File: config.mk
export PLATFORM = sky130hd
export DESIGN_NAME = tmpf_ram
export DESIGN_NICKNAME = d
export VERILOG_FILES = /design/src/rtl/core/tmpf_ram.sv
export SDC_FILE = /design/constraint.sdc
export NUM_CORES = 2
export LEC_CHECK = 0
export BUFFER_PORTS_ARGS = -buffer_cell sky130_fd_sc_hd__buf_2
export CORE_MARGIN = 10
export CORE_UTILIZATION = 45
export CTS_BUF_LIST = sky130_fd_sc_hd__clkbuf_8 sky130_fd_sc_hd__clkbuf_16
export DETAILED_ROUTE_END_ITERATION = 7
export SYNTH_ARGS = -nofsm -noshare
export SYNTH_HDL_FRONTEND = slang
export SYNTH_SLANG_ARGS = --single-unit
File: constraint.sdc
create_clock -name clk -period 7.2 [get_ports clk]
set_input_delay 1.44 -clock clk [delete_from_list [all_inputs] [get_ports clk]]
set_output_delay 1.44 -clock clk [all_outputs]
set_load 0.03 [all_outputs]
File: src/rtl/core/tmpf_ram.sv
module tmpf_ram #(
	parameter int WIDTH = 16,
	parameter int DEPTH = 256
) (
	input  logic                     clk,
	input  logic                     we,
	input  logic [$clog2(DEPTH)-1:0] waddr,
	input  logic [WIDTH-1:0]         wdata,
	input  logic                     re,
	input  logic [$clog2(DEPTH)-1:0] raddr,
	output logic [WIDTH-1:0]         rdata
);

	logic [WIDTH-1:0] mem [DEPTH];

	always_ff @(posedge clk) begin
		if (we) begin
			mem[waddr] <= wdata;
		end
		if (re) begin
			rdata <= mem[raddr];
		end
	end

endmodule

==> flow_summary.yaml <==
placement:
  detailed_place.area_sq_mm: 0.166
  io_buffers: 50
  gp_congestion: 0.857
  hpwlAfterDp_um: 247000
synthesis:
  synth-edff-count: 4112
  synth_nets: 7395
  ys_types: 51
  ys_ff_latch: 4112
  postSynthCellCount: 7360
  synth_top_flop_cell: "edfxtp_1"
  syn-cell-area_sq_mm: 0.159
  synthArstFlopShare_pct: 0
  ys_warn_count: 0
  avgSynthCellArea_sq_um: 21.6
  ys_seq_area_share_pct: 77.7
final_layout:
  num-nets-final: 7794
  fillers: 27500
  multi_input_comb_area_sq_mm: 0.0331
  drive_gt1_share_pct: 24.9
  design_area_sq_mm: 0.179
  post-route-util_pct: 50.9
  seq_area_sq_mm: 0.123
  area_growth_syn_to_layout_pct: 12.9
clock_network:
  cts_buffers: 410
  holdBufCountCts: 0
  cts-root-buf: "clkbuf_16"
  cts_buffer_depth: 4
  postCtsSetupRepairBufs: 0
  ctsHtreeMaxLevel: 5
  cts_tree: "done"
  clk-insertion-delay-late_ns: 0.96
  post_cts_resized: 0
  clkTransAtPathRegs_ns: 0.06
  cts_sinks: 4112
worst_setup_path:
  crit_path_start_kind: "primary input"
  crit_top_cell: "buf_12"
  path_max_fanout: 62
  crit_family: "compound AO/OA/AOI/OAI gates"
  required_ns: 7.85
  crit_buf_inv: 2
  r2r-start: "mem[11][15]$_DFFE_PP_"
  worst_r2r_path_depth: 6
  crit_start: "raddr[0]"
  cp_num_cells: 8
  critical-path-slowest-cell: "o32ai_1"
  critPathMaxStageDelay_ns: 1.29
  cp-end-kind: "flop"
  crit_arrival_ns: 5.60
  path_class: "in2reg"
  crit_chain: "buf_12 > buf_12 > mux4_2 > mux2_2 > a22oi_1 > nand2_1 > o32ai_1 > nor4_1"
pwr:
  ir_worst_vdd_mv: 0.233
  p_per_area_mw_per_mm2: 276
  totalPowerFinal_mw: 49.5
  leakagePower_nw: 56.8
global_routing:
  grt_pass1_vias: 77600
  grt_pass1_wl_um: 604000
  grt_start_max_net_pins: 205
  track_usage_pct: 22.0
  grt_remaining_overflow: 0
  antenna_found_initial: 20
timing:
  slew_violations: 0
  whs_ns: 0.900
  min_period_ns: 4.95
  worst_pin_slew_ns: 1.49
  tns_ns: 0
  setup_viol: 0
  fin_worst_skew_ns: 0.0382
  rsz0062_at_grt: "no"
  max_freq_mhz: 202
  final-hold-violation-count: 0
  relSlewSlack_pct: 0.149
  finalCritPeriodShare_pct: 68.7
hold_path:
  min_path_cells: 1
  holdCritStartpoint: "wdata[4]"
  min_path_type: "in2reg"
die:
  die_width_um: 614
  io_pins: 51
  die-height_um: 614
  initial_core_util_pct: 45.1
  placementRows: 218
  core_sq_mm: 0.352
  dieArea_sq_mm: 0.377
drt:
  routed-via-count: 78800
  routed_wl_um: 428000
  ant_nets: 0
  first_pass_iters: 8
  drtIter0Drc: 10800
  via_per_inst: 6.13
  wl_per_cell_um: 33.3
  remaining_drc_errors: 0
job:
  drv_cap: 1
run_status:
  violations: "max-capacitance violations"
  outcome: "finished, violations left"
[through the flow]
stage,setup slack [ns],cells
2_1_floorplan,3.51,7360
3_3_place_gp,1.12,12100
3_5_place_dp,1.12,12100
4_1_cts,2.14,12800
5_1_grt,2.22,12800
6_report,2.25,12800
[worst register-to-register path: stages (launching register included)]
cell,delay [ns]
edfxtp_1,0.35
mux4_2,0.48
mux2_2,0.28
a22oi_1,0.60
nand2_1,0.29
o32ai_1,1.29
nor4_1,0.17
[cell usage after synthesis, types with 3 or more instances]
library cell  instances  area [sq um]
edfxtp_1           4112        123000
mux4_2              797         17900
mux2i_1             565          5660
nor2_1              304          1140
o221ai_1            252          2210
clkbuf_1            230           863
a21oi_1             175           876
o22ai_1             148           926
nor3_1               92           460
mux2_2               88           991
buf_6                77           867
buf_2                76           380
a22oi_1              43           323
nand2_1              38           143
o21ai_0              37           185
nand3_1              35           175
a22o_1               32           280
a221oi_1             28           245
buf_1                27           101
buf_4                26           195
nand4_1              26           163
o32ai_1              20           175
a211oi_1             18           135
nor4_1               17           106
o31ai_1              16           120
and3_1               11          68.8
buf_8                11           165
nor2b_1               9          56.3
a2111oi_0             6          52.6
a31oi_1               6          37.5
buf_12                5           100
or2_2                 4          25.0
inv_1                 3          11.3
nand2b_1              3          18.8
nand4b_1              3          26.3
[worst paths after layout]
check | endpoint | slack [ns]
min | mem[255][4]$_DFFE_PP_ | 0.90
max reg2reg | rdata[15]$_DFFE_PP_ | 3.44
min reg2reg | rdata[3]$_DFFE_PP_ | 1.17
max | rdata[15]$_DFFE_PP_ | 2.25
[sequential cells by signal (all words and copies together) (netlist names)]
| register | cells |
|---|---|
| mem | 4096 |
| rdata | 16 |
[layout make-up]
type,count,area share (%)
antenna,15,0.0209
clock buffer,417,5.82
clock inverter,330,1.41
inverter,4,0.0153
multi-input combinational,2792,18.4
sequential,4112,68.8
tap,4730,3.30
timing repair buffer,439,2.18
[cell usage in the layout (no fill, tap or decap), types with 44 or more instances in the layout]
cell	instances
a21oi_1	175
mux4_2	797
mux2_2	88
inv_1	92
clkinv_1	87
nor2_1	210
mux2i_1	565
o22ai_1	148
o221ai_1	252
nor2_2	93
buf_12	44
clkbuf_16	417
clkinv_2	82
edfxtp_1	4112
buf_4	346
nor3_1	87
[cell families after synthesis]
kind of cell	Yosys count	synth area share (%)
DFF	4112	77.7
muxes	1450	15.5
AOI/OAI and AO/OA	786	3.53
and+or+nand+nor	556	1.57
buffers and inverters	456	1.69
[power breakdown]
group          switching [mW]  leakage [nW]  internal, mW  total (mW)
Clock                    9.01          6.69          11.6        20.6
Combinational            1.65          13.1         0.810        2.46
Sequential             0.0259          37.0          26.4        26.4
Total                    10.7          56.8          38.8        49.5
[routing by layer]
layer  track usage, %  vias up  share of wire (%)
li1                 -    32100                  -
met5                0        -             0.0054
met3             3.83      684                8.5
met1             31.1    42200                 40
met4             7.05        4                3.7
met2             35.2     3727                 48
Note: power is estimated with default switching activity, not from simulation.
