--- config.mk ---
export PLATFORM = sky130hd
export DESIGN_NAME = tmpf_color
export DESIGN_NICKNAME = d
export VERILOG_FILES = /design/src/rtl/core/tmpf_pkg.sv /design/src/rtl/core/tmpf_color.sv
export SDC_FILE = /design/constraint.sdc
export NUM_CORES = 1
export LEC_CHECK = 0
export ABC_AREA = 1
export BUFFER_PORTS_ARGS = -buffer_cell sky130_fd_sc_hd__buf_2
export CAP_MARGIN = 25
export CORE_MARGIN = 2
export CORE_UTILIZATION = 50
export DETAILED_ROUTE_END_ITERATION = 10
export PLACE_DENSITY_LB_ADDON = 0.25
export RECOVER_POWER = 25
export SETUP_SLACK_MARGIN = 0.2
export SKIP_LAST_GASP = 1
export SYNTH_ARGS = -nofsm -noshare
export SYNTH_HDL_FRONTEND = slang
export SYNTH_SLANG_ARGS = --single-unit
--- constraint.sdc ---
create_clock -name vclk -period 4.1
set_clock_uncertainty 0.2 [all_clocks]
set_input_delay 0 -clock vclk [all_inputs]
set_output_delay 0 -clock vclk [all_outputs]
set_load 0.01 [all_outputs]
--- src/rtl/core/tmpf_pkg.sv ---
package tmpf_pkg;

	localparam int STORE_AW       = 16;
	localparam int STORE_DEPTH    = 1 << STORE_AW;
	localparam int RSP_FIFO_DEPTH = 8;
	localparam int CFG_AW         = 5;

	typedef enum logic [1:0] {
		FUNC_WORD   = 2'd0,
		FUNC_INDEX  = 2'd1,
		FUNC_PAL    = 2'd2,
		FUNC_RENDER = 2'd3
	} func_t;

	typedef enum logic [1:0] {
		MODE_TILE   = 2'd0,
		MODE_PALBMP = 2'd1,
		MODE_DIRECT = 2'd2,
		MODE_NONE   = 2'd3
	} layer_mode_t;

	typedef enum logic [2:0] {
		REG_LAYER_MODE    = 3'd0,
		REG_EXTENT_WIDTH  = 3'd1,
		REG_EXTENT_HEIGHT = 3'd2,
		REG_BRIGHTNESS    = 3'd3,
		REG_SWAP_RB       = 3'd4
	} reg_idx_t;

	localparam logic [8:0] EXTENT_RST     = 9'd32;
	localparam logic [8:0] BRIGHTNESS_MAX = 9'd256;

	localparam logic [7:0] ALPHA_OPAQUE   = 8'hff;
	localparam logic [4:0] CHAN_MAX       = 5'h1f;

	typedef struct packed {
		layer_mode_t layer_mode;
		logic [8:0]  extent_width;
		logic [8:0]  extent_height;
		logic [8:0]  brightness_q8;
		logic        swap_red_blue;
	} cfg_t;

	typedef struct packed {
		logic [31:0] argb;
		logic        transparent;
		logic        outside;
	} rsp_t;

endpackage

--- src/rtl/core/tmpf_color.sv ---
module tmpf_color import tmpf_pkg::*; (
	input  logic [15:0] color,
	input  logic        outside,
	input  cfg_t        cfg,
	output rsp_t        rsp
);

	logic [4:0]  r_raw, g_raw, b_raw;
	logic [4:0]  r_sel, b_sel;
	logic [8:0]  k;
	logic [13:0] r_prod, g_prod, b_prod;
	logic        key;

	assign r_raw = color[14:10];
	assign g_raw = color[9:5];
	assign b_raw = color[4:0];
	assign key   = color[15] | (r_raw == CHAN_MAX && g_raw == 5'd0 && b_raw == CHAN_MAX);

	assign k     = (cfg.brightness_q8 > BRIGHTNESS_MAX) ? BRIGHTNESS_MAX : cfg.brightness_q8;
	assign r_sel = cfg.swap_red_blue ? b_raw : r_raw;
	assign b_sel = cfg.swap_red_blue ? r_raw : b_raw;

	assign r_prod = 14'(r_sel) * 14'(k);
	assign g_prod = 14'(g_raw) * 14'(k);
	assign b_prod = 14'(b_sel) * 14'(k);

	always_comb begin
		rsp.outside     = outside;
		rsp.transparent = 1'b0;
		rsp.argb        = 32'd0;
		if (!outside) begin
			if (key) begin
				rsp.transparent = 1'b1;
			end else begin
				rsp.argb = {ALPHA_OPAQUE, r_prod[12:8], 3'b000,
					g_prod[12:8], 3'b000, b_prod[12:8], 3'b000};
			end
		end
	end

endmodule

==> out/metrics.csv <==
stage,metric,value,unit
outcome,status,completed,
sta,RSZ-0062 raised after global routing,true,
sta,Final Cycle Share,96.4,%
drt,Post-Route WL,10400,um
drt,drt drc,0,
floorplan,Cell Rows,33,
min_path,Hold Path Class,in -> out,
drt,remaining antenna violation count,0,
critical_path,WS Path Type,in -> out,
drt,routed len/inst,13.0,um
finish,Seq cells,0,
finish,Nets,857,
sta,max-slew violation count,0,
global_routing,largest net degree at the start of global routing,23,
drt,initial DRC count,266,
power_and_ir_drop,P_leak,2.83,nW
critical_path,crit path capture type,output port,
power_and_ir_drop,Net Sw Frac,60.6,%
global_routing,first-pass GRT wire length,17200,um
floorplan,Die ar.,9240,sq um
floorplan,Die Wd,96.1,um
min_path,hold_sp,outside,
finish,layout cell share with drive strength beyond 1,19.7,%
synthesis,sequential element share of the synthesized area,0,%
power_and_ir_drop,Seq pwr share,0,%
floorplan,Floorplan Core Area,8220,sq um
finish,Area growth syn-to-layout,15.7,%
synthesis,Netlist Area Pre-Place,4240,sq um
sta,Setup TNS,0,ns
finish,# clk buffers,0,
power_and_ir_drop,Combinational Power Share,100.0,%
min_path,Min-Delay Endpoint,rsp[0],
sta,Hold Fails Final Rpt,0,
synthesis,Mapped Cells,640,
place,dpl hpwl,8560,um
finish,diode count,0,
synthesis,synthesized area per cell,6.63,sq um
floorplan,Die Ht,96.1,um
finish,footprint of the multi-input gates,3790,sq um
finish,Layout Utilization,59.7,%
drt,via count,4102,
drt,TritonRoute pass-1 iters,4,
floorplan,Ports,81,
power_and_ir_drop,P_int,0.000293,W
critical_path,CP max FO,8,
min_path,hold depth,2,
power_and_ir_drop,Pwr Total,0.000744,W
critical_path,Critical Path RT,3.90,ns
synthesis,Synth area leader,fa_1,
power_and_ir_drop,PD cells,151,nW/um^2
sta,endpoints failing setup,0,
power_and_ir_drop,Clk pwr share,0,%
finish,register area,0,sq um
power_and_ir_drop,Net Sw Power,0.000450,W
synthesis,ranking of synthesized cells by area,"fa_1 27%, ha_1 17%, inv_1 12%, nand2_1 11%, nor2_1 10%",
synthesis,Yosys warnings,0,
critical_path,Worst setup SP type,primary input,
sta,max frequency,0.253,GHz
drt,Via density,5.13,
global_routing,vias in the first global route,3960,
place,I/O Buffers,52,
power_and_ir_drop,Peak VDD IR,75.0,uV
global_routing,initial antenna violation count,0,
floorplan,Initial Util,51.6,%
global_routing,GRT Util Overall,23.2,%
place,Routability Congestion,0.872,
critical_path,Worst EP arrival,3.75,ns
synthesis,synth unique cells,33,
finish,fill count,764,
flow_run,max-cap violations,0,
synthesis,area share of the largest cell type after synthesis,26.9,%
global_routing,total grt overflow,0,
sta,Final Critical Period,3.95,ns
## cells in the final DEF, fill, tap and decap left out, types with 2 or more instances in the layout
cell and instances:
inv_1 133, nand2_1 122, nor2_1 95, fa_1 56, ha_1 49, buf_2 46
a21oi_1 29, buf_4 19, nand3_1 16, nor2_2 12, nor2_4 9, nand2_2 9
conb_1 9, inv_2 8, nor3_1 8, nand4_1 8, ha_4 8, nand2_4 6
xor2_1 6, o21bai_1 5, o21ai_1 4, xnor2_1 4, o21a_1 3, o21ai_0 3
buf_6 3, clkbuf_1 3, o21a_4 2, nor3_2 2
## critical path: stages
cell,delay (ns)
buf_6,0.10
nor4_4,0.25
a31oi_1,0.12
inv_2,0.16
nand2_4,0.14
buf_6,0.18
nor2_4,0.11
fa_1,0.44
fa_1,0.53
inv_2,0.04
fa_1,0.51
inv_2,0.05
ha_4,0.26
nand2_1,0.04
inv_1,0.10
nand3_1,0.11
a21oi_1,0.16
o21ai_0,0.09
nand2_1,0.08
nand2_1,0.05
nand2_1,0.06
nor2_1,0.03
buf_2,0.13
## per-stage QoR
step           setup slack, ns  area [sq um]  std cells  hold slack, ns
5_1_grt                -0.0613          4910        799          0.0561
3_3_place_gp            0.0882          4570        793          0.0278
4_1_cts                  0.201          4680        795          0.0381
3_5_place_dp           -0.0349          4570        793          0.0363
2_1_floorplan            0.377          4270        648          -0.156
6_report                 0.149          4910        799          0.0461
## synth_stat cells
cell type  count
nor2_4         1
nor2_8         1
nor2_1       114
inv_2          2
nand2_4        4
a21o_1         1
o21a_1         3
o21bai_1       6
nor3_1        10
o211ai_1       1
nand2_2        7
buf_2          5
o21ai_0        6
buf_6          3
fa_1          57
nor4_1         2
a21oi_1       30
xor2_1         6
buf_4         19
o21a_4         2
nand3_2        1
nand4_1        8
ha_1          57
nand2_1      127
nand3_1       16
a31oi_1        1
o21ai_1        2
inv_4          1
nor3b_2        1
xnor2_1        4
inv_1        140
nor2_2         1
conb_1         1
## final cells by class
cell class         instances  share of cell area, %
well taps                105                   2.68
repair buffers            73                   8.97
inverters                143                   11.1
multi-input cells        478                   77.3
## what timing repair did
| item | in CTS | in global routing |
|---|---|---|
| hold buffers | 0 | 0 |
| gates resized for setup | 21 | 50 |
| pin swaps | 8 | 11 |
| buffers inserted | 2 | 4 |
| endpoints found under the setup margin | 15 | 15 |
| gates cloned | 0 | 0 |
## routing by layer
metal	GRT usage (%)	wire length, um
met5	0	0
met1	30.5	4430
met4	5.48	233
met2	41.8	5150
met3	1.02	571
## logic make-up (layout without fill, tap and decap cells)
family / Yosys count / after routing / synth area share [%]
XOR/XNOR: 10 / 10 / 2.06
buffers and inverters: 170 / 216 / 17.5
AO/OA/AOI/OAI: 52 / 52 / 7.29
other: 1 / 9 / 0.0884
adder cells (fa/ha/maj): 114 / 114 / 43.7
AND/OR/NAND/NOR: 293 / 293 / 29.4
## power by group through the flow
stage	Clock, W	Combinational (W)	Sequential (W)
finish	0	0.000744	0
global route	0	0.000848	0
CTS	0	0.000684	0
detailed placement	0	0.000655	0
global placement	0	0.000637	0
floorplan	0	0.000496	0
## worst max-delay path by stage
| stage | slack [ns] | endpoint | start | cells after the start |
|---|---|---|---|---|
| CTS | 0.20 | rsp[6] | cfg[3] | 24 |
| finish | 0.15 | rsp[22] | cfg[4] | 23 |
| global placement | 0.09 | rsp[25] | cfg[2] | 22 |
| floorplan | 0.38 | rsp[7] | cfg[9] | 24 |
| global route | -0.06 | rsp[22] | cfg[4] | 22 |
| detailed placement | -0.03 | rsp[6] | cfg[2] | 24 |
Power figures use the tool's default switching activity.
