<file path="src/rtl/core/tmpf_pkg.sv">
package tmpf_pkg;

	localparam int STORE_AW       = 16;
	localparam int STORE_DEPTH    = 1 << STORE_AW;
	localparam int RSP_FIFO_DEPTH = 8;
	localparam int CFG_AW         = 5;

	typedef enum logic [1:0] {
		FUNC_WORD   = 2'd0,
		FUNC_INDEX  = 2'd1,
		FUNC_PAL    = 2'd2,
		FUNC_RENDER = 2'd3
	} func_t;

	typedef enum logic [1:0] {
		MODE_TILE   = 2'd0,
		MODE_PALBMP = 2'd1,
		MODE_DIRECT = 2'd2,
		MODE_NONE   = 2'd3
	} layer_mode_t;

	typedef enum logic [2:0] {
		REG_LAYER_MODE    = 3'd0,
		REG_EXTENT_WIDTH  = 3'd1,
		REG_EXTENT_HEIGHT = 3'd2,
		REG_BRIGHTNESS    = 3'd3,
		REG_SWAP_RB       = 3'd4
	} reg_idx_t;

	localparam logic [8:0] EXTENT_RST     = 9'd32;
	localparam logic [8:0] BRIGHTNESS_MAX = 9'd256;

	localparam logic [7:0] ALPHA_OPAQUE   = 8'hff;
	localparam logic [4:0] CHAN_MAX       = 5'h1f;

	typedef struct packed {
		layer_mode_t layer_mode;
		logic [8:0]  extent_width;
		logic [8:0]  extent_height;
		logic [8:0]  brightness_q8;
		logic        swap_red_blue;
	} cfg_t;

	typedef struct packed {
		logic [31:0] argb;
		logic        transparent;
		logic        outside;
	} rsp_t;

endpackage

</file>
<file path="src/rtl/core/tmpf_cfg.sv">
module tmpf_cfg import tmpf_pkg::*; (
	input  logic              clk,
	input  logic              arst_n,
	input  logic              psel,
	input  logic              penable,
	input  logic              pwrite,
	input  logic [CFG_AW-1:0] paddr,
	input  logic [31:0]       pwdata,
	output logic [31:0]       prdata,
	output logic              pready,
	output cfg_t              cfg
);

	cfg_t     cfg_q;
	logic     wr_en;
	reg_idx_t idx;

	assign pready = 1'b1;
	assign wr_en  = psel & penable & pwrite;
	assign idx    = reg_idx_t'(paddr[CFG_AW-1:2]);
	assign cfg    = cfg_q;

	always_ff @(posedge clk or negedge arst_n) begin
		if (!arst_n) begin
			cfg_q.layer_mode    <= MODE_TILE;
			cfg_q.extent_width  <= EXTENT_RST;
			cfg_q.extent_height <= EXTENT_RST;
			cfg_q.brightness_q8 <= BRIGHTNESS_MAX;
			cfg_q.swap_red_blue <= 1'b0;
		end else if (wr_en) begin
			case (idx)
				REG_LAYER_MODE:    cfg_q.layer_mode    <= layer_mode_t'(pwdata[1:0]);
				REG_EXTENT_WIDTH:  cfg_q.extent_width  <= pwdata[8:0];
				REG_EXTENT_HEIGHT: cfg_q.extent_height <= pwdata[8:0];
				REG_BRIGHTNESS:    cfg_q.brightness_q8 <= pwdata[8:0];
				REG_SWAP_RB:       cfg_q.swap_red_blue <= pwdata[0];
				default: ;
			endcase
		end
	end

	always_comb begin
		case (idx)
			REG_LAYER_MODE:    prdata = {30'd0, cfg_q.layer_mode};
			REG_EXTENT_WIDTH:  prdata = {23'd0, cfg_q.extent_width};
			REG_EXTENT_HEIGHT: prdata = {23'd0, cfg_q.extent_height};
			REG_BRIGHTNESS:    prdata = {23'd0, cfg_q.brightness_q8};
			REG_SWAP_RB:       prdata = {31'd0, cfg_q.swap_red_blue};
			default:           prdata = 32'd0;
		endcase
	end

endmodule

</file>
<file path="config.mk">
export PLATFORM = sky130hd
export DESIGN_NAME = tmpf_cfg
export DESIGN_NICKNAME = d
export VERILOG_FILES = /design/src/rtl/core/tmpf_pkg.sv /design/src/rtl/core/tmpf_cfg.sv
export SDC_FILE = /design/constraint.sdc
export NUM_CORES = 1
export LEC_CHECK = 0
export BUFFER_PORTS_ARGS = -buffer_cell sky130_fd_sc_hd__clkbuf_2
export CAP_MARGIN = 20
export CORE_MARGIN = 2
export CORE_UTILIZATION = 45
export CTS_BUF_LIST = sky130_fd_sc_hd__clkbuf_2 sky130_fd_sc_hd__clkbuf_4 sky130_fd_sc_hd__clkbuf_8
export DETAILED_ROUTE_END_ITERATION = 6
export PLACE_DENSITY = 0.85
export SLEW_MARGIN = 20
export SYNTH_ARGS = -nofsm -noshare
export SYNTH_HDL_FRONTEND = slang
export SYNTH_SLANG_ARGS = --single-unit
</file>
<file path="constraint.sdc">
create_clock -name clk -period 1.95 [get_ports clk]
set_input_delay 0.2925 -clock clk [delete_from_list [all_inputs] [get_ports clk]]
set_output_delay 0.2925 -clock clk [all_outputs]
set_load 0.1 [all_outputs]
</file>
==> results of run 1 <==
==> logic make-up (layout without fill, tap and decap cells) <==
group | count (synthesis) | after routing
muxes | 39 | 39
and+or+nand+nor | 20 | 20
other | 2 | 24
DFF | 30 | 30
AOI/OAI and AO/OA | 10 | 10
buffers and inverters | 32 | 73
==> stage by stage <==
step | power [uW] | instance area, sq um | instances | setup slack, ps | TNS, ps
final | 3086 | 2250 | 242 | 103.8 | 0
after global routing | 3196 | 2250 | 242 | 35.42 | 0
after CTS | 3102 | 2245 | 242 | 39.83 | 0
after detailed placement | 2681 | 2176 | 234 | 9.528 | 0
after global placement | 2658 | 2176 | 234 | 36.23 | 0
after floorplan | 2401 | 1843 | 155 | -140.8 | -140.8
==> worst max-delay path, stage by stage (launching register included) <==
cell and delay (ps):
dfstp_4 490, mux2_2 260, a22oi_1 230, nor2_4 80, buf_12 170
==> final timing paths <==
| kind | from | endpoint | slack (ps) | cells after the start |
|---|---|---|---|---|
| worst max-delay path | cfg[9] | prdata[8] | 100 | 4 |
| worst min-delay path | arst_n | cfg[23] | 8 | 1 |
| worst max register to register | cfg[9] | cfg[9] | 1110 | 1 |
| worst min register to register | cfg[12] | cfg[12] | 530 | 1 |
| max in group asynchronous | arst_n | cfg[28] | 1420 | 1 |
| min in group clk | pwdata[4] | cfg[14] | 220 | 2 |
==> routing by layer <==
layer | part of all wire | global-route usage
met2 | 0.47 | 0.2995
met5 | 0 | 0
met1 | 0.43 | 0.2404
met3 | 0.089 | 0.07292
met4 | 0.011 | 0.05585
==> layout make-up <==
class                   instances  area, sq um
well taps                      46        57.56
flip-flops and latches         30        793.3
fillers                       275         1166
clock buffers                   8        66.31
multi-input cells              93        834.6
repair buffers                 65        498.0
==> power by group <==
| group | total (uW) | leakage [uW] | internal (uW) | switching, uW |
|---|---|---|---|---|
| Sequential | 872 | 0.000345 | 776 | 95.5 |
| Combinational | 1800 | 0.000660 | 343 | 1460 |
| Clock | 417 | 0.0000394 | 206 | 211 |
| Total | 3090 | 0.00105 | 1320 | 1760 |
==> timing repair <==
action                     4_1_cts  5_1_grt
setup endpoints to repair        4        1
gates resized for setup          1        1
setup buffers                    0        0
==> cells in the final DEF, fill, tap and decap left out, drive strengths merged, types with 2 or more instances in the layout <==
master	n
a22oi	7
buf	19
clkbuf	54
conb	24
dfrtp	27
dfstp	3
mux2	38
nand2	2
nor2	8
nor2b	2
nor3b	3
==> impl_metrics.toml, run 1 <==
[cts]
h-tree-depth = 2
clock_latency_ps = 330
clock_sinks = 30
hold_buffers = 0
cts_tree = "done"
cts-root-buf = "clkbuf_4"
clk_path_buf_depth = 2
cts.clk_slew.worst_paths_ps = 90
cts_buffers = 5

[grt]
grt-ovfl-total = 0
grtUsageTotal = 0.1889
grt_start_max_net_pins = 31
antenna_found_initial = 0
grt_pass1_wl_um = 5823
grt_pass1_vias = 1149

[die]
io_pins = 105
core_area_sq_um = 3416
die_x_um = 64.49
die_y_um = 64.49
fp-row-count = 21
start_util = 0.4821
die_area_sq_um = 4159

[setup_path]
crit_fanout = 3
end_kind = "output port"
crit_type = "reg -> out"
crit_path_start_kind = "flip-flop"
worstPathRequired_ps = 1660
cp.arrival_ps = 1550

[power]
p_leak_uw = 0.001045
power_density_nw_per_um2 = 1372
peakVddDrop_mv = 0.7833

[routing]
drt-initial-drc-count = 43
firstDrtPassIters = 4
drtAntennaViolNets = 0
wire_per_inst_um = 14.84
drc = 0
routed_wl_um = 3592
vias = 1183
drt-vias-per-instance = 4.888

[synthesis]
syn_inst = 133
synthTopCellsByCount = "36 x mux2_2, 27 x dfrtp_1, 26 x buf_4"
syn_avg_cell_area_sq_um = 12.38
synth-simple-area-share = 0.08131
synth.yosys.seq_area_share = 0.4582
synth_edf_count = 0
async_flop_share = 1.000
yosys.area_share.adder = 0
synth-main-ff-cell = "dfrtp_1"
synthesis.area_sq_um = 1647
netlist-cell-type-count = 23
synthTopCellsByArea = "dfrtp_1 41%, mux2_2 25%, buf_4 12%"
ys_ff_latch = 30
yosysTopAreaCell = "dfrtp_1"
post-synth-top-area-fraction = 0.4103
synth_top_family_by_area = "multiplexers"
synth-xor-area-share = 0
synthMuxAreaShare = 0.2781
synth-compound-area-share = 0.04331
synth_warnings = 0
yosysMostFrequentCell = "mux2_2"

[placement]
dp_hpwl_um = 2684
portBuffers = 55
place.gp.congestion = 0.7402

[timing]
setup_viol = 0
maxSlewViolCount = 0
slew_headroom = 0.5064
rsz0062_at_grt = "no"
hold_viol_final = 0
fmax_mhz = 541.7
whs_ps = 8.412
fin_crit_sh = 0.9468
min_period_ps = 1846
fin_skew_ps = 0
tightest_slew_ps = 740.4

[cells_and_area]
fin_util = 0.6586
largest_reg_flops = 30
diodes = 0
syn2layout_area_growth_pct = 36.63
final_nets = 237
drive_gt1_frac = 0.7857

[run_status]
status = "finished, final reports clean"

[job]
max-cap-violations = 0

[hold_path]
worstHoldPathType = "in -> async"
Power figures use the tool's default switching activity.
==> run 2: changes to the inputs <==
Settings changed: CORE_UTILIZATION 45 to 47, PLACE_DENSITY 0.85 to 0.88.
==> run 2 against run 1 <==
  * The flow now finishes with violations (hold timing)
  * Clock power up 60%
  * Hold slack got worse by 29 ps
  * Final area rose by 0.72%
  * Sequential share of layout area down 0.25 points
  * Largest power group unchanged
  * Count of clock-buffer cells in the layout shrank 2
  * Maximum frequency fell by 0.53%
  * Via count increased by 2.3%
  * Cell count decreased by 0.83%
  * Worst setup slack got worse by 9.9 ps
  * Register-to-register slack gained 20 ps
  * Critical endpoint is now prdata[3]
  * Combinational power is essentially flat
  * Clock skew unchanged
==> impl_metrics.toml, run 2 (synthesis results as in run 1) <==
[run_status]
status = "complete, but fails checks"
violations = "hold timing"

[routing]
wire_per_inst_um = 15.46
drc = 0
drt-initial-drc-count = 35
drtAntennaViolNets = 0
routed_wl_um = 3711
vias = 1210
firstDrtPassIters = 4
drt-vias-per-instance = 5.042

[power]
power_density_nw_per_um2 = 1472
peakVddDrop_mv = 0.8673
p_leak_uw = 0.001050

[setup_path]
crit_path_start_kind = "flip-flop"
crit-reg2reg-launch = "cfg[15]"
worstPathRequired_ps = 1660
worstRegToRegCells = 1
cp.arrival_ps = 1560
r2r_slack_ps = 1130
end_kind = "output port"
crit_type = "reg -> out"
crit_fanout = 3
rr_endpoint = "cfg[15]"

[cells_and_area]
final_cell_mix = "46 x clkbuf_2, 36 x mux2_2, 25 x dfrtp_2, 24 x conb_1, 9 x buf_12"
largest_reg_flops = 30
diodes = 0
final_nets = 235
final_common_cell = "clkbuf_2"
drive_gt1_frac = 0.7835
syn2layout_area_growth_pct = 37.61

[cts]
post_cts_resized = 1
postCtsSetupRepairBufs = 0
clk_path_buf_depth = 2
cts_buffers = 5
cts_tree = "done"
clock_sinks = 30
hold_buffers = 0
clock_latency_ps = 330
cts.clk_slew.worst_paths_ps = 120
h-tree-depth = 2
cts-root-buf = "clkbuf_4"

[placement]
place_ws_ps = -43.69
dp_hpwl_um = 2677
portBuffers = 55
place.gp.congestion = 0.7847

[grt]
antenna_found_initial = 0
grt_pass1_wl_um = 6099
grt_pass1_vias = 1222
grt_start_max_net_pins = 31
grtUsageTotal = 0.2008
grt-ovfl-total = 0

[die]
core_area_sq_um = 3363
io_pins = 105
die_area_sq_um = 3993
start_util = 0.4896
die_y_um = 63.19
die_x_um = 63.19
fp-row-count = 21

[timing]
rsz0062_at_grt = "no"
fmax_mhz = 538.8
tightest_slew_ps = 735.4
min_period_ps = 1856
setup_ws_ps = 93.94
slew_headroom = 0.5097
fin_crit_sh = 0.9518
hold_viol_final = 14
maxSlewViolCount = 0
fin_skew_ps = 0
setup_viol = 0
whs_ps = -20.79

[hold_path]
worstHoldPathType = "in -> async"

[job]
max-cap-violations = 0
run 2: changes by cell type in the layout (fill, tap and decap cells not counted), sizes merged:
cell,previous run,this run
clkbuf,54,52
bufinv,0,2
buf,19,17
run 2: report_power, final:
part	switching (uW)	total (uW)	internal, uW
combinational	1460	1800	337
sequential	95.6	872	776
clock	235	669	434
run 2: layout make-up:
cell class              count  area, sq um
flip-flops and latches     30        793.3
well taps                  46        57.56
clock inverters             2        60.06
fillers                   253         1097
multi-input cells          93        833.3
clock buffers               6        51.30
repair buffers             63        470.5
run 2: how the worst max path moves through the flow:
stage	depth (start not counted)	startpoint	to	slack, ps
floorplan	3	cfg[0]	prdata[0]	-140
global placement	5	paddr[2]	prdata[5]	-30
detailed placement	5	paddr[2]	prdata[5]	-40
CTS	4	cfg[10]	prdata[0]	40
global route	4	cfg[9]	prdata[8]	20
finish	4	cfg[13]	prdata[3]	90
run 2: metal layers:
layer	vias to the layer above	share of wire	track usage
met5	-	0	0
met4	0	0.018	0.07609
met3	11	0.094	0.07857
met2	68	0.48	0.3138
met1	593	0.41	0.2517
li1	538	-	-
run 2: stage by stage:
step / std cells / instance area [sq um] / total power, uW / TNS, ps / utilization
2_1_floorplan: 155 / 1843 / 2401 / -140.8 / -
3_3_place_gp: 232 / 2148 / 2655 / -44.95 / 0.6388
3_5_place_dp: 232 / 2148 / 2679 / -183.4 / 0.6388
4_1_cts: 240 / 2262 / 3348 / 0 / 0.6726
5_1_grt: 240 / 2266 / 3436 / 0 / 0.6737
6_report: 240 / 2266 / 3336 / 0 / 0.6737
run 2: critical path, stage by stage, from the launching register on:
cell	delay (ps)
dfrtp_2	430
mux2_2	270
a22oi_1	270
nor2_4	70
buf_12	170
