<file path="config.mk">
export PLATFORM = sky130hd
export DESIGN_NAME = tmpf_fifo
export DESIGN_NICKNAME = d
export VERILOG_FILES = /design/src/rtl/core/tmpf_fifo.sv
export SDC_FILE = /design/constraint.sdc
export NUM_CORES = 1
export LEC_CHECK = 0
export BUFFER_PORTS_ARGS = -buffer_cell sky130_fd_sc_hd__buf_2
export CAP_MARGIN = 20
export CORE_MARGIN = 3
export CORE_UTILIZATION = 43
export DETAILED_ROUTE_END_ITERATION = 8
export GPL_TIMING_DRIVEN = 1
export HOLD_SLACK_MARGIN = 0.12
export SLEW_MARGIN = 25
export SYNTH_ARGS = -nofsm -noshare
export SYNTH_HDL_FRONTEND = slang
export SYNTH_SLANG_ARGS = --single-unit
export TNS_END_PERCENT = 1
</file>
<file path="constraint.sdc">
create_clock -name clk -period 4 [get_ports clk]
set_input_delay 0 -clock clk [delete_from_list [all_inputs] [get_ports clk]]
set_output_delay 0 -clock clk [all_outputs]
set_load 0.05 [all_outputs]
</file>
<file path="src/rtl/core/tmpf_fifo.sv">
module tmpf_fifo #(
	parameter int WIDTH = 34,
	parameter int DEPTH = 8
) (
	input  logic                       clk,
	input  logic                       arst_n,
	input  logic                       push,
	input  logic [WIDTH-1:0]           push_data,
	input  logic                       pop,
	output logic [WIDTH-1:0]           pop_data,
	output logic                       valid,
	output logic [$clog2(DEPTH+1)-1:0] count
);

	localparam int PW = $clog2(DEPTH);
	localparam int CW = $clog2(DEPTH + 1);

	logic [WIDTH-1:0] mem_q [DEPTH];
	logic [PW-1:0]    wr_ptr_q, rd_ptr_q;
	logic [CW-1:0]    count_q;
	logic             do_pop;

	assign valid    = (count_q != '0);
	assign do_pop   = pop & valid;
	assign pop_data = mem_q[rd_ptr_q];
	assign count    = count_q;

	always_ff @(posedge clk) begin
		if (push) begin
			mem_q[wr_ptr_q] <= push_data;
		end
	end

	always_ff @(posedge clk or negedge arst_n) begin
		if (!arst_n) begin
			wr_ptr_q <= '0;
			rd_ptr_q <= '0;
			count_q  <= '0;
		end else begin
			if (push) begin
				wr_ptr_q <= (wr_ptr_q == PW'(DEPTH - 1)) ? '0 : wr_ptr_q + 1'b1;
			end
			if (do_pop) begin
				rd_ptr_q <= (rd_ptr_q == PW'(DEPTH - 1)) ? '0 : rd_ptr_q + 1'b1;
			end
			case ({push, do_pop})
				2'b10:   count_q <= count_q + 1'b1;
				2'b01:   count_q <= count_q - 1'b1;
				default: count_q <= count_q;
			endcase
		end
	end

endmodule

</file>
==> results.txt, run 1 <==
- Summed over all layers, the global routing overflow is 0.
- Pwr per Cell Area: 758.0 nW/um2
* Nets in the synthesized netlist: 501
* Average cell area after synthesis: 24.37 um2
- The critical path contains buffers and inverters numbering 2 combined.
* Signed area change from the synthesized netlist to the final layout: 18.87%
* Max-cap violation count: 0
* Total routing resource utilization after global routing: 0.1559
- Yosys printed 0 warnings.
- The synthesized-area fraction occupied by ao, oa, aoi and oai cells is 0.004167.
* Crit path DAT: ~3 ns
* Non-filler cells, final: 948
- After detailed routing, the number of remaining DRC violations is 0.
* Slack of the worst reg-to-reg path: 1.35 ns
- Worst reg2reg path startpoint: count[0]
* Setup violators final: 0
* Worst r2r path cells: 7
- Clock transition at the registers of the reported paths: 0.06 ns
- The hold violation total from the final report came to 0.
- On the critical path, the stage with the largest delay is an instance of sky130_fd_sc_hd__dfrtp_4.
- Worst hold path stage count: 2
- The top cell types in the final layout, fill and taps aside, are 272 x sky130_fd_sc_hd__edfxtp_1, 76 x sky130_fd_sc_hd__buf_2, 67 x sky130_fd_sc_hd__mux4_1, 41 x sky130_fd_sc_hd__mux2_2, 38 x sky130_fd_sc_hd__dlygate4sd3_1.
* Row cnt: 58
- In this run the tightest slew margin relative to its limit is 0.3133.
* Largest net degree at the start of global routing: 41
- Gates resized during post-CTS repair numbered 0.
- Basic-gate share of the synthesized area counting and, or, nand and nor cells: 0.01092
- In the post-synthesis netlist, the biggest area contributors are sky130_fd_sc_hd__edfxtp_1 74%, sky130_fd_sc_hd__mux4_1 16%, sky130_fd_sc_hd__mux2_2 4.2%.
* Critical Path Start Type: register
* Starting density of the core: 0.4400
* Classification of the worst setup path: reg2out
- Static Leak: 0.004575 uW
- In this design, the stage delay of the slowest critical-path cell is 0.85 ns.
- The flow ran to the end, and the final reports show no timing, DRC or antenna violations.
- Gate Count Post-Synth: 456
- Walking the worst path, the cells encountered are buf_4 -> mux4_1 -> mux2_2 -> buf_2.
* Via count of the first global-routing pass: around 5600
- In this run, the number of DRC markers left after iteration 0 of detailed routing was 361.
- Of the total synthesized cell area, the portion taken by XOR and XNOR cells is 0.002365.
- Post-route antenna net violation count: 0
- Seq cells post-synth: 282
- Of the total synthesized cell area, the portion taken by full adders, half adders and majority gates is 0.007883.
- Die width: 166.7 um
- Tcrit/Tclk final: 0.7387
- TritonCTS created 29 clock buffers.
* Gpl congestion: 0.7114
* Final period demand of the worst path: between 2 and 3 ns
- Clock net sink count: 282
- The worst hold path begins at push_data[19].
- CP top delay family: multiplexers
* Drt first pass iters: 4
* Number of diodes: 0
- Placeable Area: ~25000 um2
- The share of the Yosys chip area taken by registers is 0.7577.
- The tightest hold path in the finished design has a slack of 0.2709 ns.
- The critical path crosses 4 cells after its start point.
- In this run the worst path has a maximum fanout of 38.
- After synthesis, the share of cell area in mux cells is 0.2029.
* Worst min path class: in2reg
- Worst voltage drop across the vdd grid: 0.6698 mV
* Kind of end point of the critical path: output port
- Layout cells sized above 1: 0.3010
- The completed layout was analyzed and its total power is around 10000 uW.
- For the final database, setup skew stands at 0.007240 ns.
* Via total after detailed routing: around 5100
- The cell sitting at the root of the clock tree is a sky130_fd_sc_hd__clkbuf_16.
- The first global-routing pass estimated 33.39 mm of wire.
* Pin slew with the least headroom to its limit: 1.030 ns
- Die boundary height: 166.7 um
* Die footprint: about 28000 um2
- CTS built an H-tree with a depth of 1.
* Placed cell count: 858
* Drt via density: between 5 and 6
- Tracing the worst setup path back leads to its startpoint at rd_ptr_q[0].
* Top-level port count: 77
- The worst register-to-register path ends at count[3].
* Final core utilization: 0.5230
- The library cell used most frequently in the layout, excluding fill and tap cells, is sky130_fd_sc_hd__edfxtp_1.
- TritonCTS built the clock tree.
- Mapped cell area: 11110 um2
- Total wirelength of the detailed-routed design: ~22 mm
- Max Clk Rate: 338.4 MHz
- Half-perimeter wire length of the detailed placement result: between 10 and 15 mm
- The synthesized netlist contains 28 unique library cells.
* Number of antenna violations at the first check in global routing: 0
* Number of nets at the end of the flow: 642
- Critical Path RT: 4.00 ns
- Post-synthesis cell type with the largest combined area: sky130_fd_sc_hd__edfxtp_1
* RSZ-0062 raised after global routing: false
* Port Buffers: 76
- Hold Crit Endpoint: mem_q[4][19]
* Setup tns final: 0 ns
- By area, the combinational part of the netlist is dominated by multiplexers.
- Clock latency on the worst-skew pair, taken at its later pin, is 0.53 ns.
* Clk buf depth: 3
- Of the post-synthesis cell area, the dominant cell type holds 0.7351.
- The final number of max-transition violations is 0.
* Routed len/inst: roughly 23 um
==> stage by stage <==
stage	worst slack (ns)	area, um2
floorplan	0.6187	11110
global route	0.9095	13210
finish	1.045	13210
CTS	0.9791	13210
global placement	1.503	11950
detailed placement	1.389	11950
==> cell families after synthesis <==
kind of cell / count (synthesis)
flip-flops: 282
AO/OA/AOI/OAI: 6
XOR/XNOR: 3
AND/OR/NAND/NOR: 23
buffers and inverters: 25
adder cells (fa/ha/maj): 7
multiplexers: 110
==> power by group <==
group,internal [uW],total [uW],switching [uW]
Clock,1420,2450,1030
Combinational,1300,3510,2210
Sequential,3720,4050,323
Total,6450,10000,3570
==> registers in the layout, indices dropped and copies added, names as in the netlist <==
name,cells
wr_ptr_q,3
rd_ptr_q,3
mem_q,272
count,4
==> cell type report <==
| cell class | count | area [um2] |
|---|---|---|
| fillers | 1982 | 12050 |
| flip-flops and latches | 282 | 8424 |
| multi-input cells | 149 | 2591 |
| repair buffers | 131 | 888.4 |
| clock buffers | 42 | 824.5 |
| well taps | 330 | 412.9 |
| clock inverters | 10 | 51.30 |
| inverters | 4 | 15.01 |
==> cell usage after synthesis <==
master / instances
sky130_fd_sc_hd__nor2b_1: 1
sky130_fd_sc_hd__buf_6: 8
sky130_fd_sc_hd__nand2_1: 3
sky130_fd_sc_hd__mux2i_1: 1
sky130_fd_sc_hd__mux2_2: 41
sky130_fd_sc_hd__xnor2_1: 2
sky130_fd_sc_hd__nand2b_1: 3
sky130_fd_sc_hd__ha_1: 7
sky130_fd_sc_hd__dfrtp_1: 10
sky130_fd_sc_hd__nand3b_1: 1
sky130_fd_sc_hd__buf_2: 2
sky130_fd_sc_hd__nor3_1: 2
sky130_fd_sc_hd__or4b_2: 1
sky130_fd_sc_hd__a21oi_1: 1
sky130_fd_sc_hd__a2111oi_0: 1
sky130_fd_sc_hd__edfxtp_1: 272
sky130_fd_sc_hd__mux4_1: 67
sky130_fd_sc_hd__mux4_2: 1
sky130_fd_sc_hd__nor2_1: 9
sky130_fd_sc_hd__clkbuf_1: 11
sky130_fd_sc_hd__inv_1: 4
sky130_fd_sc_hd__xor2_1: 1
sky130_fd_sc_hd__or3b_1: 1
sky130_fd_sc_hd__o41ai_1: 1
sky130_fd_sc_hd__or4_1: 2
sky130_fd_sc_hd__o21a_1: 1
sky130_fd_sc_hd__o221ai_1: 1
sky130_fd_sc_hd__a21o_1: 1
==> how the worst max path moves through the flow <==
stage                              end
after floorplan            mem_q[0][0]
final                     pop_data[26]
after detailed placement      count[3]
after CTS                 pop_data[26]
after global routing      pop_data[10]
after global placement        count[3]
==> worst register-to-register path, cell delays in order (launching register included) <==
cell,delay [ns]
sky130_fd_sc_hd__dfrtp_1,0.45
sky130_fd_sc_hd__or4_1,0.58
sky130_fd_sc_hd__nand2_1,0.18
sky130_fd_sc_hd__inv_1,0.08
sky130_fd_sc_hd__ha_1,0.38
sky130_fd_sc_hd__or4b_2,0.65
sky130_fd_sc_hd__a21o_1,0.18
sky130_fd_sc_hd__o221ai_1,0.06
==> routing by layer <==
| layer | track usage | part of all wire | wire [um] |
|---|---|---|---|
| met2 | 0.2756 | 0.51 | 11020 |
| met5 | 0 | 0 | 0 |
| met1 | 0.2061 | 0.42 | 9015 |
| met4 | 0.03228 | 0.014 | 306 |
| met3 | 0.02658 | 0.054 | 1164 |
==> timing repair <==
item                      in CTS  in global routing
buffers inserted               0                  0
hold buffers                  38                  0
hold endpoints to repair     288                  0
Power figures use the tool's default switching activity.
==> run 2: changes to the inputs <==
==> constraint.sdc (replaced) <==
create_clock -name clk -period 2.6 [get_ports clk]
set_input_delay 0 -clock clk [delete_from_list [all_inputs] [get_ports clk]]
set_output_delay 0 -clock clk [all_outputs]
set_load 0.05 [all_outputs]
==> results.txt, run 2 (same netlist as run 1, synthesis figures left out) <==
- Final period demand of the worst path: ~2.4 ns
- Setup repair after global routing left no endpoint under its margin.
* Power after layout: roughly 16000 uW
- Clock tree root buffer cell: sky130_fd_sc_hd__clkbuf_16
- The longest clock path from root to sink contains 3 buffers.
* Critical Path RT: 3.03 ns
* Clock transition at the registers of the reported paths: 0.06 ns
- Port Buffers: 76
- Max Clk Rate: 410.6 MHz
* Pin slew with the least headroom to its limit: 0.5530 ns
- Via count of the first global-routing pass: between 5000 and 6000
- The register with the most flip-flops in the layout has 272 of them.
- Worst r2r path cells: 7
* Most used cells in the layout excluding fill and tap cells: 272 x sky130_fd_sc_hd__edfxtp_1, 76 x sky130_fd_sc_hd__buf_2, 67 x sky130_fd_sc_hd__mux4_1, 41 x sky130_fd_sc_hd__mux2_2, 38 x sky130_fd_sc_hd__dlygate4sd3_1
* Worst min path class: in2reg
* Beginning of the critical path: count[3]
* Signed area change from the synthesized netlist to the final layout: 19.94%
- Total wirelength of the detailed-routed design: about 21 mm
- The floorplan step set the die width to between 150 and 200 um.
* Starting density of the core: 0.4400
- Non-filler cells, final: 960
- Placed cell count: 866
- VDD sags by at most 0.8446 mV.
* Final-report max-slew violation count: 0
- For this run, the total global-route usage over all layers was measured as 0.1550.
* Row cnt: 58
- Cell area after layout: 13330 um2
- Worst reg2reg path startpoint: count[3]
* Placeable Area: 25250 um2
* Register with the most flip-flops: mem_q
* Via total after detailed routing: 5114
* Global-route congestion overflow total: 0
- Static Leak: 0.004637 uW
- Drt via density: ~5.3
- After legalization and detailed placement, the total HPWL measured around 12 mm.
- TritonCTS built the clock tree.
- Post-route antenna net violation count: 0
- Summing all placed instances gives a cell area of around 12000 um2.
* Kind of end point of the critical path: register
- Max-cap violation count: 0
- At the end of the flow, the number of nets in the layout was 653.
- The first routing iteration left slightly above 300 violations.
* Worst Path Max Fanout: 5
- Critical Path Start Type: register
- Most frequent standard cell in the layout excluding fill and tap cells: sky130_fd_sc_hd__edfxtp_1
* Tightest slew margin relative to the limit: 0.6313
- After global routing, the most crowded layer is met2.
- Clock net sink count: between 200 and 300
- The floorplan step defined a die boundary enclosing 27800 um2.
* Crit path DAT: 2.86 ns
- Entering global routing, the biggest net connects 33 pins.
* Drt first pass iters: 5
* Final hold viol count: 0
* Layout cells sized above 1: 0.3127
* Setup tns final: 0 ns
- Measured along the y axis, the die boundary spans 166.7 um.
- The run finished with clean final reports.
- The later pin in the worst-skew pair is clocked with a latency of 0.54 ns.
- On the final layout, the worst hold slack is 0.2694 ns.
* Classification of the worst setup path: reg2reg
- In the final routed layout, each cell accounts on average for about 22 um.
- The number of antenna diodes in the final layout is 0.
- Critical R2R Capture: count[3]
- In this run the number of H-tree levels came out at 1.
- CTS Buf Count: 29
- The layout has roughly 2000 filler cells.
- Wire length of the first global-routing pass: 33.35 mm
- Remaining DRCs: 0
- During I/O placement, the number of pins put on the boundary was 77.
- The most critical setup path has its endpoint at count[3].
- Setup violations remaining at the end of the flow were counted as 0.
- Of the available clock period, the critical path in the final layout requires 0.9368.
- Number of antenna violations at the first check in global routing: 0
- Gpl congestion: 0.7176
* GR Layer Usage met1: 0.2084
- In the global route stage, met2 resource usage came out at 0.2647.
- Slack of the worst reg-to-reg path: 0.16 ns
- In this run the power density over the cells is 1169 nW/um2.
* Met3 global-route usage: 0.02753
* Maximum clock skew at final layout: about 0.015 ns
[run 2: cell count changes in the layout (fill, tap and decap cells not counted), moves of 2 or more]
cell                       delta
sky130_fd_sc_hd__buf_12       +3
sky130_fd_sc_hd__buf_4        +8
sky130_fd_sc_hd__clkbuf_1     -2
sky130_fd_sc_hd__clkbuf_8     -5
sky130_fd_sc_hd__clkinv_1     +4
sky130_fd_sc_hd__clkinv_2     +2
[run 2: final cells by class]
class                           instances  area (um2)  area share
Clock buffer                           35       748.2     0.05615
Clock inverter                         18       113.9    0.008544
Inverter                                4       15.01    0.001127
Multi-Input combinational cell        149        2601      0.1952
Sequential cell                       282        8427      0.6323
Tap cell                              330       412.9     0.03098
Timing Repair Buffer                  142        1008     0.07567
[run 2: through the flow]
stage,utilization,setup slack (ns)
after CTS,0.5275,0.1435
after global placement,0.4774,0.2649
after floorplan,-,-0.7050
after detailed placement,0.4774,0.1523
final,0.5277,0.1644
after global routing,0.5277,0.04409
[run 2: worst min path at each step]
stage,to,slack (ns),startpoint,depth (start not counted)
4_1_cts,mem_q[2][16],0.25,push_data[16],2
2_1_floorplan,count[0],-0.30,arst_n,0
5_1_grt,mem_q[6][12],0.28,push_data[12],2
6_report,mem_q[0][16],0.27,push_data[16],2
3_3_place_gp,count[1],-0.13,arst_n,1
3_5_place_dp,count[2],-0.12,arst_n,1
[run 2: repair_timing]
item | 4_1_cts | 5_1_grt
endpoints found under the hold margin | 288 | 0
gates resized for setup | 1 | 2
buffers inserted | 3 | 0
endpoints found under the setup margin | 16 | 2
gates cloned | 0 | 0
hold buffers | 38 | 0
[run 2: power by group]
| part | switching [uW] | leakage [uW] | internal, uW |
|---|---|---|---|
| Combinational | 3570 | 0.00163 | 2150 |
| Clock | 1600 | 0.000421 | 2140 |
| Sequential | 382 | 0.00259 | 5730 |
[run 2: layer usage]
| metal | part of all wire | vias to the layer above |
|---|---|---|
| met5 | 0 | - |
| li1 | - | 2297 |
| met3 | 0.056 | 37 |
| met4 | 0.024 | 0 |
| met1 | 0.42 | 2652 |
| met2 | 0.50 | 128 |
[run 2: critical path, cell delays in order (launching register included)]
cell                       delay (ns)
sky130_fd_sc_hd__dfrtp_1         0.43
sky130_fd_sc_hd__or4_1           0.53
sky130_fd_sc_hd__nand2_2         0.14
sky130_fd_sc_hd__inv_1           0.08
sky130_fd_sc_hd__ha_1            0.31
sky130_fd_sc_hd__or4b_2          0.61
sky130_fd_sc_hd__a21o_1          0.17
sky130_fd_sc_hd__o221ai_1        0.07
